--- src/hw/rtl/cfpr_pkg.sv ---
// Shared types and constants for the card frame parser and responder.
// No dependencies; the RTL files refer to it by scoped names, the testbench files import it.
`default_nettype none

package cfpr_pkg;

   // Response bytes and command codes
   localparam logic [7:0] NAK_BYTE      = 8'h15;
   localparam logic [7:0] CMD_CONTROL   = 8'h31;
   localparam logic [7:0] CMD_QUERY     = 8'h32;
   localparam logic [7:0] CMD_LEGACY    = 8'h02;
   localparam logic [7:0] SUB_CTRL_A    = 8'h11;
   localparam logic [7:0] SUB_CTRL_B    = 8'h13;
   localparam logic [7:0] SUB_CTRL_C    = 8'h14;
   localparam logic [7:0] SUB_CTRL_D    = 8'h90;
   localparam logic [7:0] SUB_CTRL_E    = 8'h91;
   localparam logic [7:0] SUB_SERIAL    = 8'h24;
   localparam logic [7:0] SUB_LEGACY    = 8'h46;
   localparam logic [7:0] ACK_LEN_BYTE  = 8'h02;
   localparam logic [7:0] SER_LEN_BYTE  = 8'h08;

   // Frame overhead beyond the payload: marker, two length bytes, checksum, trailer
   localparam logic [16:0] FRAME_OVERHEAD = 17'd5;

   // Response lengths in bytes
   localparam int RSP_POS_W = 5;
   localparam logic [RSP_POS_W-1:0] ACK_FRAME_LEN    = 5'd7;
   localparam logic [RSP_POS_W-1:0] SERIAL_FRAME_LEN = 5'd13;

   // Job queue between parser and responder
   localparam int JOB_DEPTH = 4;
   localparam int JOB_PTR_W = 2;
   localparam int JOB_CNT_W = 3;

   // Configuration register indexes
   localparam int CSR_IDX_W = 2;
   localparam logic [CSR_IDX_W-1:0] CSR_START_MARKER = 2'd0;
   localparam logic [CSR_IDX_W-1:0] CSR_END_MARKER   = 2'd1;
   localparam logic [CSR_IDX_W-1:0] CSR_CARD_SERIAL  = 2'd2;
   localparam int CSR_DATA_W = 48;

   typedef enum logic [2:0] {
      PH_HUNT    = 3'd0,
      PH_LEN_HI  = 3'd1,
      PH_LEN_LO  = 3'd2,
      PH_PAYLOAD = 3'd3,
      PH_CHECK   = 3'd4,
      PH_TRAIL   = 3'd5
   } phase_type;

   typedef enum logic [1:0] {
      KIND_NONE   = 2'd0,
      KIND_ACK    = 2'd1,
      KIND_SERIAL = 2'd2
   } kind_type;

   typedef struct packed {
      logic     nak;
      kind_type kind;
   } job_type;

endpackage

`default_nettype wire

--- src/hw/rtl/cfpr_parser.sv ---
// Front end: frame parser that walks received bytes and classifies finished frames.
// Depends on cfpr_pkg; pushes one job per frame that needs a response.
`default_nettype none

module cfpr_parser #(
   parameter int MAX_FRAME = 1024
) (
   input  wire logic           clock,
   input  wire logic           reset,
   input  wire logic           rx_fire,
   input  wire logic [7:0]     rx_byte,
   input  wire logic [7:0]     start_marker,
   input  wire logic           queue_full,
   output logic                rx_ready,
   output logic                job_push,
   output cfpr_pkg::job_type   job
);

   localparam logic [16:0] MaxFrame = 17'(MAX_FRAME);

   cfpr_pkg::phase_type phase_ff, phase_in;
   logic [15:0] len_ff, len_in;
   logic [15:0] seen_ff, seen_in;
   logic [7:0]  xor_ff, xor_in;
   logic [7:0]  cmd_ff, cmd_in;
   logic [7:0]  sub_ff, sub_in;
   logic        bad_ff, bad_in;
   logic [15:0] len_full;
   logic [16:0] seen_next;
   logic        ctrl_sub;
   cfpr_pkg::kind_type kind;

   always_ff @(posedge clock) begin
      if (reset) begin
         phase_ff <= cfpr_pkg::PH_HUNT;
         len_ff   <= '0;
         seen_ff  <= '0;
         xor_ff   <= '0;
         cmd_ff   <= '0;
         sub_ff   <= '0;
         bad_ff   <= 1'b0;
      end else begin
         phase_ff <= phase_in;
         len_ff   <= len_in;
         seen_ff  <= seen_in;
         xor_ff   <= xor_in;
         cmd_ff   <= cmd_in;
         sub_ff   <= sub_in;
         bad_ff   <= bad_in;
      end
   end

   // Classify the frame from the command and sub-command bytes
   always_comb begin
      ctrl_sub = (sub_ff == cfpr_pkg::SUB_CTRL_A) || (sub_ff == cfpr_pkg::SUB_CTRL_B) ||
                 (sub_ff == cfpr_pkg::SUB_CTRL_C) || (sub_ff == cfpr_pkg::SUB_CTRL_D) ||
                 (sub_ff == cfpr_pkg::SUB_CTRL_E);
      kind = cfpr_pkg::KIND_NONE;
      if (len_ff >= 16'd2) begin
         priority if (cmd_ff == cfpr_pkg::CMD_CONTROL && ctrl_sub) begin
            kind = cfpr_pkg::KIND_ACK;
         end else if (cmd_ff == cfpr_pkg::CMD_LEGACY && sub_ff == cfpr_pkg::SUB_LEGACY) begin
            kind = cfpr_pkg::KIND_ACK;
         end else if (cmd_ff == cfpr_pkg::CMD_QUERY && sub_ff == cfpr_pkg::SUB_SERIAL) begin
            kind = cfpr_pkg::KIND_SERIAL;
         end else begin
            kind = cfpr_pkg::KIND_NONE;
         end
      end
   end

   assign job.nak  = bad_ff;
   assign job.kind = kind;

   // Hold the trailer byte while the queue has no room
   assign rx_ready = !(phase_ff == cfpr_pkg::PH_TRAIL && queue_full);

   assign len_full  = {len_ff[15:8], rx_byte};
   assign seen_next = {1'b0, seen_ff} + 17'd1;

   always_comb begin
      phase_in = phase_ff;
      len_in   = len_ff;
      seen_in  = seen_ff;
      xor_in   = xor_ff;
      cmd_in   = cmd_ff;
      sub_in   = sub_ff;
      bad_in   = bad_ff;
      job_push = 1'b0;
      if (rx_fire) begin
         unique case (phase_ff)
            cfpr_pkg::PH_HUNT: begin
               if (rx_byte == start_marker) begin
                  phase_in = cfpr_pkg::PH_LEN_HI;
                  len_in   = '0;
                  seen_in  = '0;
                  xor_in   = '0;
                  cmd_in   = '0;
                  sub_in   = '0;
                  bad_in   = 1'b0;
               end
            end
            cfpr_pkg::PH_LEN_HI: begin
               len_in   = {rx_byte, 8'h00};
               phase_in = cfpr_pkg::PH_LEN_LO;
            end
            cfpr_pkg::PH_LEN_LO: begin
               len_in = len_full;
               priority if ({1'b0, len_full} + cfpr_pkg::FRAME_OVERHEAD > MaxFrame) begin
                  phase_in = cfpr_pkg::PH_HUNT;
               end else if (len_full == 16'd0) begin
                  phase_in = cfpr_pkg::PH_CHECK;
               end else begin
                  phase_in = cfpr_pkg::PH_PAYLOAD;
               end
            end
            cfpr_pkg::PH_PAYLOAD: begin
               if (seen_ff == 16'd0) begin
                  cmd_in = rx_byte;
               end else if (seen_ff == 16'd1) begin
                  sub_in = rx_byte;
               end
               xor_in  = xor_ff ^ rx_byte;
               seen_in = seen_next[15:0];
               if (seen_next >= {1'b0, len_ff}) begin
                  phase_in = cfpr_pkg::PH_CHECK;
               end
            end
            cfpr_pkg::PH_CHECK: begin
               bad_in   = (rx_byte != xor_ff);
               phase_in = cfpr_pkg::PH_TRAIL;
            end
            cfpr_pkg::PH_TRAIL: begin
               job_push = bad_ff || (kind != cfpr_pkg::KIND_NONE);
               phase_in = cfpr_pkg::PH_HUNT;
            end
            default: begin
               phase_in = cfpr_pkg::PH_HUNT;
            end
         endcase
      end
   end

endmodule

`default_nettype wire

--- src/hw/rtl/cfpr_job_queue.sv ---
// Short job queue between the parser and the responder.
// Depends on cfpr_pkg for the job type and depth.
`default_nettype none

module cfpr_job_queue (
   input  wire logic              clock,
   input  wire logic              reset,
   input  wire logic              push,
   input  wire cfpr_pkg::job_type push_job,
   input  wire logic              pop,
   output cfpr_pkg::job_type      head_job,
   output logic                   empty,
   output logic                   full
);

   cfpr_pkg::job_type slot_ff [cfpr_pkg::JOB_DEPTH];
   logic [cfpr_pkg::JOB_PTR_W-1:0] wr_ptr_ff, wr_ptr_in;
   logic [cfpr_pkg::JOB_PTR_W-1:0] rd_ptr_ff, rd_ptr_in;
   logic [cfpr_pkg::JOB_CNT_W-1:0] count_ff, count_in;
   logic do_push, do_pop;

   assign empty    = (count_ff == '0);
   assign full     = (count_ff == cfpr_pkg::JOB_CNT_W'(cfpr_pkg::JOB_DEPTH));
   assign do_push  = push && !full;
   assign do_pop   = pop && !empty;
   assign head_job = slot_ff[rd_ptr_ff];

   always_comb begin
      wr_ptr_in = do_push ? wr_ptr_ff + 1'b1 : wr_ptr_ff;
      rd_ptr_in = do_pop ? rd_ptr_ff + 1'b1 : rd_ptr_ff;
      count_in  = count_ff;
      if (do_push && !do_pop) begin
         count_in = count_ff + 1'b1;
      end else if (do_pop && !do_push) begin
         count_in = count_ff - 1'b1;
      end
   end

   always_ff @(posedge clock) begin
      if (reset) begin
         wr_ptr_ff <= '0;
         rd_ptr_ff <= '0;
         count_ff  <= '0;
      end else begin
         wr_ptr_ff <= wr_ptr_in;
         rd_ptr_ff <= rd_ptr_in;
         count_ff  <= count_in;
      end
   end

   always_ff @(posedge clock) begin
      if (do_push) begin
         slot_ff[wr_ptr_ff] <= push_job;
      end
   end

endmodule

`default_nettype wire

--- src/hw/rtl/cfpr_responder.sv ---
// Back end: sequences the response bytes of one job at a time into an output register.
// Depends on cfpr_pkg; takes jobs from cfpr_job_queue.
`default_nettype none

module cfpr_responder (
   input  wire logic              clock,
   input  wire logic              reset,
   input  wire logic              job_valid,
   input  wire cfpr_pkg::job_type job,
   output logic                   job_pop,
   input  wire logic [7:0]        start_marker,
   input  wire logic [7:0]        end_marker,
   input  wire logic [47:0]       card_serial,
   output logic                   tx_valid,
   input  wire logic              tx_ready,
   output logic [7:0]             tx_byte,
   output logic                   tx_last
);

   localparam int PW = cfpr_pkg::RSP_POS_W;

   logic              active_ff, active_in;
   cfpr_pkg::job_type job_ff, job_in;
   logic [PW-1:0]     pos_ff, pos_in;
   logic              out_valid_ff, out_valid_in;
   logic [7:0]        out_byte_ff, out_byte_in;
   logic              out_last_ff, out_last_in;
   logic              can_load;
   logic [PW-1:0]     frame_len, total_len, frame_pos;
   logic              at_last;
   logic [7:0]        frame_byte, cur_byte, serial_xor;

   assign serial_xor = card_serial[47:40] ^ card_serial[39:32] ^ card_serial[31:24] ^
                       card_serial[23:16] ^ card_serial[15:8]  ^ card_serial[7:0];

   always_comb begin
      unique case (job_ff.kind)
         cfpr_pkg::KIND_ACK:    frame_len = cfpr_pkg::ACK_FRAME_LEN;
         cfpr_pkg::KIND_SERIAL: frame_len = cfpr_pkg::SERIAL_FRAME_LEN;
         default:               frame_len = '0;
      endcase
   end

   assign total_len = frame_len + PW'(job_ff.nak);
   assign at_last   = (pos_ff == total_len - 1'b1);
   assign frame_pos = pos_ff - PW'(job_ff.nak);

   // Byte of the response frame at its position
   always_comb begin
      unique case (frame_pos)
         5'd0:    frame_byte = start_marker;
         5'd2:    frame_byte = (job_ff.kind == cfpr_pkg::KIND_SERIAL) ?
                               cfpr_pkg::SER_LEN_BYTE : cfpr_pkg::ACK_LEN_BYTE;
         5'd5:    frame_byte = (job_ff.kind == cfpr_pkg::KIND_SERIAL) ?
                               card_serial[47:40] : 8'h00;
         5'd6:    frame_byte = (job_ff.kind == cfpr_pkg::KIND_SERIAL) ?
                               card_serial[39:32] : end_marker;
         5'd7:    frame_byte = card_serial[31:24];
         5'd8:    frame_byte = card_serial[23:16];
         5'd9:    frame_byte = card_serial[15:8];
         5'd10:   frame_byte = card_serial[7:0];
         5'd11:   frame_byte = serial_xor;
         5'd12:   frame_byte = end_marker;
         default: frame_byte = 8'h00;
      endcase
   end

   assign cur_byte = (job_ff.nak && pos_ff == '0) ? cfpr_pkg::NAK_BYTE : frame_byte;
   assign can_load = !out_valid_ff || tx_ready;

   always_comb begin
      active_in    = active_ff;
      job_in       = job_ff;
      pos_in       = pos_ff;
      out_valid_in = out_valid_ff;
      out_byte_in  = out_byte_ff;
      out_last_in  = out_last_ff;
      if (can_load) begin
         out_valid_in = active_ff;
         out_byte_in  = cur_byte;
         out_last_in  = at_last;
         if (active_ff) begin
            pos_in = pos_ff + 1'b1;
            if (at_last) begin
               active_in = 1'b0;
            end
         end
      end
      // Take the next job as the current one finishes
      job_pop = job_valid && (!active_ff || (can_load && at_last));
      if (job_pop) begin
         active_in = 1'b1;
         job_in    = job;
         pos_in    = '0;
      end
   end

   always_ff @(posedge clock) begin
      if (reset) begin
         active_ff    <= 1'b0;
         out_valid_ff <= 1'b0;
      end else begin
         active_ff    <= active_in;
         out_valid_ff <= out_valid_in;
      end
   end

   always_ff @(posedge clock) begin
      job_ff      <= job_in;
      pos_ff      <= pos_in;
      out_byte_ff <= out_byte_in;
      out_last_ff <= out_last_in;
   end

   assign tx_valid = out_valid_ff;
   assign tx_byte  = out_byte_ff;
   assign tx_last  = out_last_ff;

endmodule

`default_nettype wire

--- src/hw/rtl/card_frame_parser_responder_core.sv ---
// Top level of the card frame parser and responder: config registers, parser, queue, responder.
// Depends on cfpr_pkg, cfpr_parser, cfpr_job_queue and cfpr_responder.
// Throughput: one received byte per cycle; the parser stalls only on a trailer byte
//   while the four-entry job queue is full. Responses drain at one byte per cycle while rsp_tready is high.
// Response path: when the back end is idle, a job written to the queue at the edge that
//   accepts the trailer byte passes through the responder job register, then the first
//   response byte is loaded into the output register.
// Reset: synchronous, active high; parser hunts, queue and output empty, registers at defaults.
`default_nettype none

module card_frame_parser_responder_core #(
   parameter int MAX_FRAME = 1024
) (
   input  wire logic                              clock,
   input  wire logic                              reset,
   // Received byte stream
   input  wire logic                              req_tvalid,
   output logic                                   req_tready,
   input  wire logic [7:0]                        req_tdata,   // [7:0] rx_byte
   // Response byte stream
   output logic                                   rsp_tvalid,
   input  wire logic                              rsp_tready,
   output logic [7:0]                             rsp_tdata,   // [7:0] tx_byte
   output logic                                   rsp_tlast,   // last_of_response
   // Configuration writes
   input  wire logic                              csr_we,
   input  wire logic [cfpr_pkg::CSR_IDX_W-1:0]    csr_index,
   input  wire logic [cfpr_pkg::CSR_DATA_W-1:0]   csr_wdata
);

   logic [7:0]  start_marker_ff;
   logic [7:0]  end_marker_ff;
   logic [47:0] card_serial_ff;

   logic              rx_fire;
   logic              job_push, job_pop, queue_empty, queue_full;
   cfpr_pkg::job_type push_job, head_job;

   // Configuration registers; writes to an unused index are dropped
   always_ff @(posedge clock) begin
      if (reset) begin
         start_marker_ff <= 8'h02;
         end_marker_ff   <= 8'h03;
         card_serial_ff  <= 48'd28606513737142;
      end else if (csr_we) begin
         unique case (csr_index)
            cfpr_pkg::CSR_START_MARKER: start_marker_ff <= csr_wdata[7:0];
            cfpr_pkg::CSR_END_MARKER:   end_marker_ff   <= csr_wdata[7:0];
            cfpr_pkg::CSR_CARD_SERIAL:  card_serial_ff  <= csr_wdata[47:0];
            default: begin
            end
         endcase
      end
   end

   assign rx_fire = req_tvalid && req_tready;

   // Front end: parse and classify each frame
   cfpr_parser #(
      .MAX_FRAME(MAX_FRAME)
   ) u_parser (
      .clock        (clock),
      .reset        (reset),
      .rx_fire      (rx_fire),
      .rx_byte      (req_tdata),
      .start_marker (start_marker_ff),
      .queue_full   (queue_full),
      .rx_ready     (req_tready),
      .job_push     (job_push),
      .job          (push_job)
   );

   // Decouple parser from responder
   cfpr_job_queue u_queue (
      .clock    (clock),
      .reset    (reset),
      .push     (job_push),
      .push_job (push_job),
      .pop      (job_pop),
      .head_job (head_job),
      .empty    (queue_empty),
      .full     (queue_full)
   );

   // Back end: emit NAK and response frame bytes
   cfpr_responder u_responder (
      .clock        (clock),
      .reset        (reset),
      .job_valid    (!queue_empty),
      .job          (head_job),
      .job_pop      (job_pop),
      .start_marker (start_marker_ff),
      .end_marker   (end_marker_ff),
      .card_serial  (card_serial_ff),
      .tx_valid     (rsp_tvalid),
      .tx_ready     (rsp_tready),
      .tx_byte      (rsp_tdata),
      .tx_last      (rsp_tlast)
   );

endmodule

`default_nettype wire

--- config.mk ---
export PLATFORM = sky130hd
export DESIGN_NAME = card_frame_parser_responder_core
export DESIGN_NICKNAME = d
export VERILOG_FILES = /design/src/hw/rtl/cfpr_pkg.sv /design/src/hw/rtl/cfpr_parser.sv /design/src/hw/rtl/cfpr_job_queue.sv /design/src/hw/rtl/cfpr_responder.sv /design/src/hw/rtl/card_frame_parser_responder_core.sv
export SDC_FILE = /design/constraint.sdc
export NUM_CORES = 1
export LEC_CHECK = 0
export BUFFER_PORTS_ARGS = -buffer_cell sky130_fd_sc_hd__buf_2
export CORE_ASPECT_RATIO = 0.8
export CORE_MARGIN = 2
export CORE_UTILIZATION = 40
export CTS_CLUSTER_SIZE = 40
export DETAILED_ROUTE_END_ITERATION = 8
export MAX_ROUTING_LAYER = met4
export PLACE_DENSITY = 0.54
export SLEW_MARGIN = 15
export SYNTH_ARGS = -nofsm -noshare
export SYNTH_HDL_FRONTEND = slang
export SYNTH_SLANG_ARGS = --single-unit
--- constraint.sdc ---
create_clock -name clock -period 3.7 [get_ports clock]
set_input_delay 0.74 -clock clock [delete_from_list [all_inputs] [get_ports clock]]
set_output_delay 0.74 -clock clock [all_outputs]
set_load 0.005 [all_outputs]
# [After elaboration in Yosys (flattened, before gate mapping)]
# Memory sizes are Yosys's and may differ from the RTL's. A register that Yosys moved wholly into a read port is not among the register bits.
# Cells that the tools add are included.
[totals] latchBits=0 mem_bits_rw=12 rom_bits=0 n_memories=1 reg_bits=147 out_inout_bits=11
[memory_table] memory="u_queue.slot_ff" words=4 word_bits=3 rd=1 rd_clocked_by_memory_dff=1 wr=1 line_no="cfpr_job_queue.sv:16" text="cfpr_pkg::job_type slot_ff [cfpr_pkg::JOB_DEPTH];"
[op_classes] addsub=10 reduce_logical=51 n_shift=0 n_bitwise=7 mul=0 muxes=36 magnitude_cmp=3 div_mod_pow=0 eq_ne=38
[ops] operator="case mux 8 bit (10 select lines)" count=1
[ops] operator="two-way mux 8 bit" count=6
[ops] operator="case mux 16 bit (3 select lines)" count=1
[ops] operator="case mux 8 bit (2 select lines)" count=3
[ops] operator="bitwise XOR 8 bit" count=6
[ops] operator="zero test 16 bit" count=2
[ops] operator="case mux 16 bit (2 select lines)" count=1
[ops] operator="equality test 5 x 4 -> 1 bit (second input constant)" count=5
[ops] operator="equality test 8 x 5 -> 1 bit (second input constant)" count=3
[ops] operator="equality test 8 x 6 -> 1 bit (second input constant)" count=3
[ops] operator="two-way mux 3 bit" count=6
[ops] operator="adder 16 x 1 -> 17 bit (second input constant)" count=1
[ops] operator="adder 16 x 3 -> 17 bit (second input constant)" count=1
[ops] operator=">= comparator 17 x 16 -> 1 bit" count=1
[ops] operator="greater-than comparator 17 x 11 -> 1 bit (second input constant)" count=1
[ops] operator="equality test 16 x 1 -> 1 bit (second input constant)" count=1
[ops] operator="equality test 8 bit (second input constant)" count=2
[ops] operator=">= comparator 16 x 2 -> 1 bit (second input constant)" count=1
[ops] operator="two-way mux 16 bit" count=1
[ops] operator="equality test 5 x 3 -> 1 bit (second input constant)" count=3
[ops] operator="case mux 3 bit (5 select lines)" count=1
[ops] operator="logical AND 1 bit" count=12
[ops] operator="AND reduction 3 bit" count=4
[ops] operator="nonzero test 2 bit" count=6
[ops] operator="other kinds (35)" count=73

# [Logic depth before layout (Yosys ltp)]
[depth] depth_word=17 depth_mapped=16

# [Modules after synthesis]
# A second synthesis with hierarchy kept.
[hier_totals] cells_unflattened=1050 area_unflattened_um2=9855.7
[by_module_without_submodules] module="cfpr_parser" seq_area_each_um2=1201.2 area_each_um2=3732.3 n_inst=1 cells_per_inst=436
[by_module_without_submodules] module="card_frame_parser_responder_core" seq_area_each_um2=1281.2 area_each_um2=2730.1 n_inst=1 cells_per_inst=272
[by_module_without_submodules] module="cfpr_responder" seq_area_each_um2=500.5 area_each_um2=2488.6 n_inst=1 cells_per_inst=279
[by_module_without_submodules] module="cfpr_job_queue" seq_area_each_um2=540.5 area_each_um2=904.6 n_inst=1 cells_per_inst=63

# [Least setup slack after synthesis]
# Ideal clock, no wire load.
[synth_path] path_type="register to register" start="register u_parser.seen_ff[0]" end="register u_parser.phase_ff[0]" arrival_time_ns=3.222 stages_incl_launch_ff=15 setup_time_ns=0.115 synth_period_minus_slack_ns=3.337 path_slack_ns=0.363 n_path_buf=1 cell_sequence="dfxtp_1 -> ha_1 -> nand2_1 -> or4_1 -> buf_2 -> nor2_1 -> xor2_1 -> ha_1 -> nand3_1 -> or4_2 -> o221a_1 -> o211ai_2 -> nand4_1 -> nand2b_1 -> and2_1"
[synth_via] elab_chain_cells=4
[synth_lines] item="from (decl)" line_no="cfpr_parser.sv:23" text="logic [15:0] seen_ff, seen_in;"
[synth_lines] item="from (signal assigned)" line_no="cfpr_parser.sv:45" text="seen_ff <= seen_in;"
[synth_lines] item="adder 16 x 1 -> 17 bit" line_no="cfpr_parser.sv:79" text="assign seen_next = {1'b0, seen_ff} + 17'd1;"
[synth_lines] item=">= comparator 17 x 16 -> 1 bit" line_no="cfpr_parser.sv:125" text="if (seen_next >= {1'b0, len_ff}) begin"
[synth_lines] item="inequality test 2 x 1 -> 1 bit (no line)"
[synth_lines] item="AND reduction 3 bit (no line)"
[synth_lines] item="to (signal assigned)" line_no="cfpr_parser.sv:35" text="phase_ff <= cfpr_pkg::PH_HUNT;"
[synth_lines] item="to (signal assigned)" line_no="cfpr_parser.sv:43" text="phase_ff <= phase_in;"
[synth_lines] item="to (decl)" line_no="cfpr_parser.sv:21" text="cfpr_pkg::phase_type phase_ff, phase_in;"
# Every way passes these cells.
# A chain may end at the register's enable or synchronous reset.

# [Worst setup path after layout]
[layout_path] start="register u_parser.seen_ff[1]" end="register u_parser.phase_ff[0]"
# Same word-level chain as after synthesis.

==> qor.yml <==
status: "finished, final reports clean"
utilization_pct: 45.9
cts_made_buffers: 17
cts_tree: "yes"
num-nets-final: 1171
hold-path-cell-count: 2
ys_seq_elements: 162
critPathBufInv: 0
async_flop_share_pct: 0
netlist.area_leader.share_pct: 30.5
clock_sinks: 162
insertion_delay_ps: 430
vias_per_cell: 5.49
slowest_stage: "or4_2"
portBuffers: 73
drive_gt1_share_pct: 15.8
cp_cell_sequence: "ha_1, nand2_1, or4_4, nor2_1, xor2_1, ha_1, nand3_1, or4_2, o221a_1, o211ai_2, nand4_1, nand2b_1, and2_1"
rr_worst_depth: 13
grt_pass1_wl_mm: 39.2
synth.cell_area_mm2: 0.00906
finalCritPeriodShare_pct: 91.7
drt-pass1-iter-count: 5
cap_violations: 0
area_delta_synth_final_pct: 13.5
p_leak_uw: 0.00395
cp.depth: 13
path_common_cell: "ha_1"
yosysTopAreaCell: "dfxtp_1"
num_rows: 49
layout_common_cells: "138 x dfxtp_1, 137 x nand2_1, 72 x buf_2"
fmax_mhz: 295
synth_area_leaders: "dfxtp_1 31%, edfxtp_1 8.0%, xnor2_1 5.7%"
syn_inst: 1022
crit_path_max_incr_delay_ps: 640
place_congestion: 0.931
cp_top_family: "simple AND/OR/NAND/NOR gates"
synth_enable_flop_cells: 24
dieArea_mm2: 0.0239
grt_max_degree: 75
worst_pin_slew_ps: 1110
ys_warn_count: 0
grt_usage_pct: 21.8
ir_worst_vdd_mv: 0.287
drv_slew: 0
post-route-drc-count: 0
r2r-end: "u_parser.phase_ff[0]"
antenna_found_initial: 0
avgRoutedWirePerCell_um: 17.8
setup-violations-final: 0
fin_tns_setup_ps: 0
required_ps: 4030
layout_commonest_cell: "dfxtp_1"
gr-total-overflow: 0
clkTransAtPathRegs_ps: 70
rsz0062_at_grt: "no"
io_pins: 74
totalWireLength_mm: 24.7
criticalPathCategory: "reg -> reg"
synth_fp_nets: 1120
arrival_ps: 3720
finalCriticalPeriod_ps: 3390
htree_levels: 4
relSlewSlack_pct: 25.0
fp.dieH_um: 139
hold_start: "card_serial_ff[6]"
final_antenna_net_count: 0
hold_violations: 0
cp_max_fo: 7
ys_seq_area_share_pct: 38.5
antenna_cells: 0
ys_types: 81
cts.path.max_buffers: 2
crit_path_start_kind: "register"
clock-skew-final_ps: 8.47
min_path_type: "reg -> reg"
cp-end-kind: "register"
synth_area_per_cell_um2: 8.86
grt_pass1_vias: 6919
drt_first_iter_violations: 737
root_buffer: "clkbuf_16"
hpwl_mm: 18.1
powerDensity_mw_per_mm2: 466
fp.dieW_um: 172
ys.flop_type: "dfxtp_1"
hold_path_end: "card_serial_ff[6]"
design.core.area_mm2: 0.0224
rr_startpoint: "u_parser.seen_ff[1]"
via_count: 7640
r2r_setup_slack_ps: 310
initial_core_util_pct: 40.5
nFillCells: 2226
[worst max-delay path by stage]
stage,slack [ps],start,end
after floorplan,360,u_parser.seen_ff[0],u_parser.phase_ff[0]
after global placement,260,u_parser.seen_ff[1],u_parser.phase_ff[0]
after detailed placement,240,u_parser.seen_ff[1],u_parser.phase_ff[0]
after CTS,230,u_parser.seen_ff[1],u_parser.phase_ff[0]
after global routing,60,u_parser.seen_ff[1],u_parser.phase_ff[0]
final,310,u_parser.seen_ff[1],u_parser.phase_ff[0]
[per-stage QoR]
| stage | hold slack [ps] | power (uW) | cell area (um2) | setup slack (ps) | std cells |
|---|---|---|---|---|---|
| final | 488 | 4800 | 10300 | 309 | 1392 |
| after global routing | 499 | 5010 | 10300 | 57.0 | 1392 |
| after CTS | 490 | 4810 | 10300 | 225 | 1392 |
| after detailed placement | 479 | 3010 | 9670 | 245 | 1360 |
| after global placement | 477 | 3010 | 9670 | 258 | 1360 |
| after floorplan | 450 | 2680 | 9060 | 363 | 1022 |
[final cells by class]
| class | instances | area [um2] | area share, % |
|---|---|---|---|
| Timing Repair Buffer | 101 | 578 | 5.62 |
| Multi-Input combinational cell | 752 | 5090 | 49.5 |
| Clock inverter | 15 | 179 | 1.74 |
| Sequential cell | 162 | 3480 | 33.9 |
| Inverter | 39 | 146 | 1.42 |
| Clock buffer | 17 | 425 | 4.14 |
| Tap cell | 306 | 383 | 3.72 |
[power by group]
group / switching (uW) / internal (uW) / total (uW) / leakage (uW)
Sequential: 77.0 / 1880 / 1950 / 0.00136
Combinational: 640 / 414 / 1050 / 0.00229
Clock: 872 / 917 / 1790 / 0.000295
Total: 1590 / 3210 / 4800 / 0.00395
[cell usage after synthesis (12+ instances only)]
master and count:
dfxtp_1 138, nand4_1 14, nor4_1 13, nand3b_1 36, nand2_1 137, a21oi_1 59
clkbuf_1 37, nand2b_1 15, a311oi_1 12, inv_1 39, ha_1 32, xor2_1 24
nor2b_1 13, nand3_1 25, nor3_1 19, edfxtp_1 24, o21ai_0 24, xnor2_1 59
mux2i_1 21, buf_2 18, nor2_1 66, and2_1 15
[logic make-up after synthesis]
| family | after synthesis | synth area share (%) |
|---|---|---|
| buffers and inverters | 108 | 5.62 |
| xor gates and xnor gates | 85 | 8.39 |
| and+or+nand+nor | 401 | 23.1 |
| adders and majority gates | 35 | 5.08 |
| muxes | 33 | 4.19 |
| AOI/OAI and AO/OA | 198 | 15.2 |
| DFF | 162 | 38.5 |
[registers in the layout (all words and copies together) (netlist names), 5 cells and up]
name / count
card_serial_ff: 48
end_marker_ff: 8
start_marker_ff: 8
u_parser.cmd_ff: 8
u_parser.len_ff: 16
u_parser.seen_ff: 16
u_parser.sub_ff: 8
u_parser.xor_ff: 8
u_queue.slot_ff: 12
u_responder.pos_ff: 5
u_responder.tx_byte: 8
[metal layers]
layer	GRT usage (%)	wire length [um]
met5	-	0
met4	5.22	247
met3	3.57	1380
met2	27.5	9580
met1	35.3	13500
[worst register-to-register path, cell delays in order, from the launching register on]
cell,delay (ps)
dfxtp_1,440
ha_1,210
nand2_1,90
or4_4,480
nor2_1,170
xor2_1,100
ha_1,300
nand3_1,90
or4_2,640
o221a_1,250
o211ai_2,100
nand4_1,130
nand2b_1,150
and2_1,130
[what timing repair did]
action	4_1_cts	5_1_grt
setup buffers	0	0
hold buffers	0	0
gates resized for setup	0	2
endpoints found under the hold margin	0	0
setup endpoints to repair	0	2
Note: power is estimated with default switching activity, not from simulation.
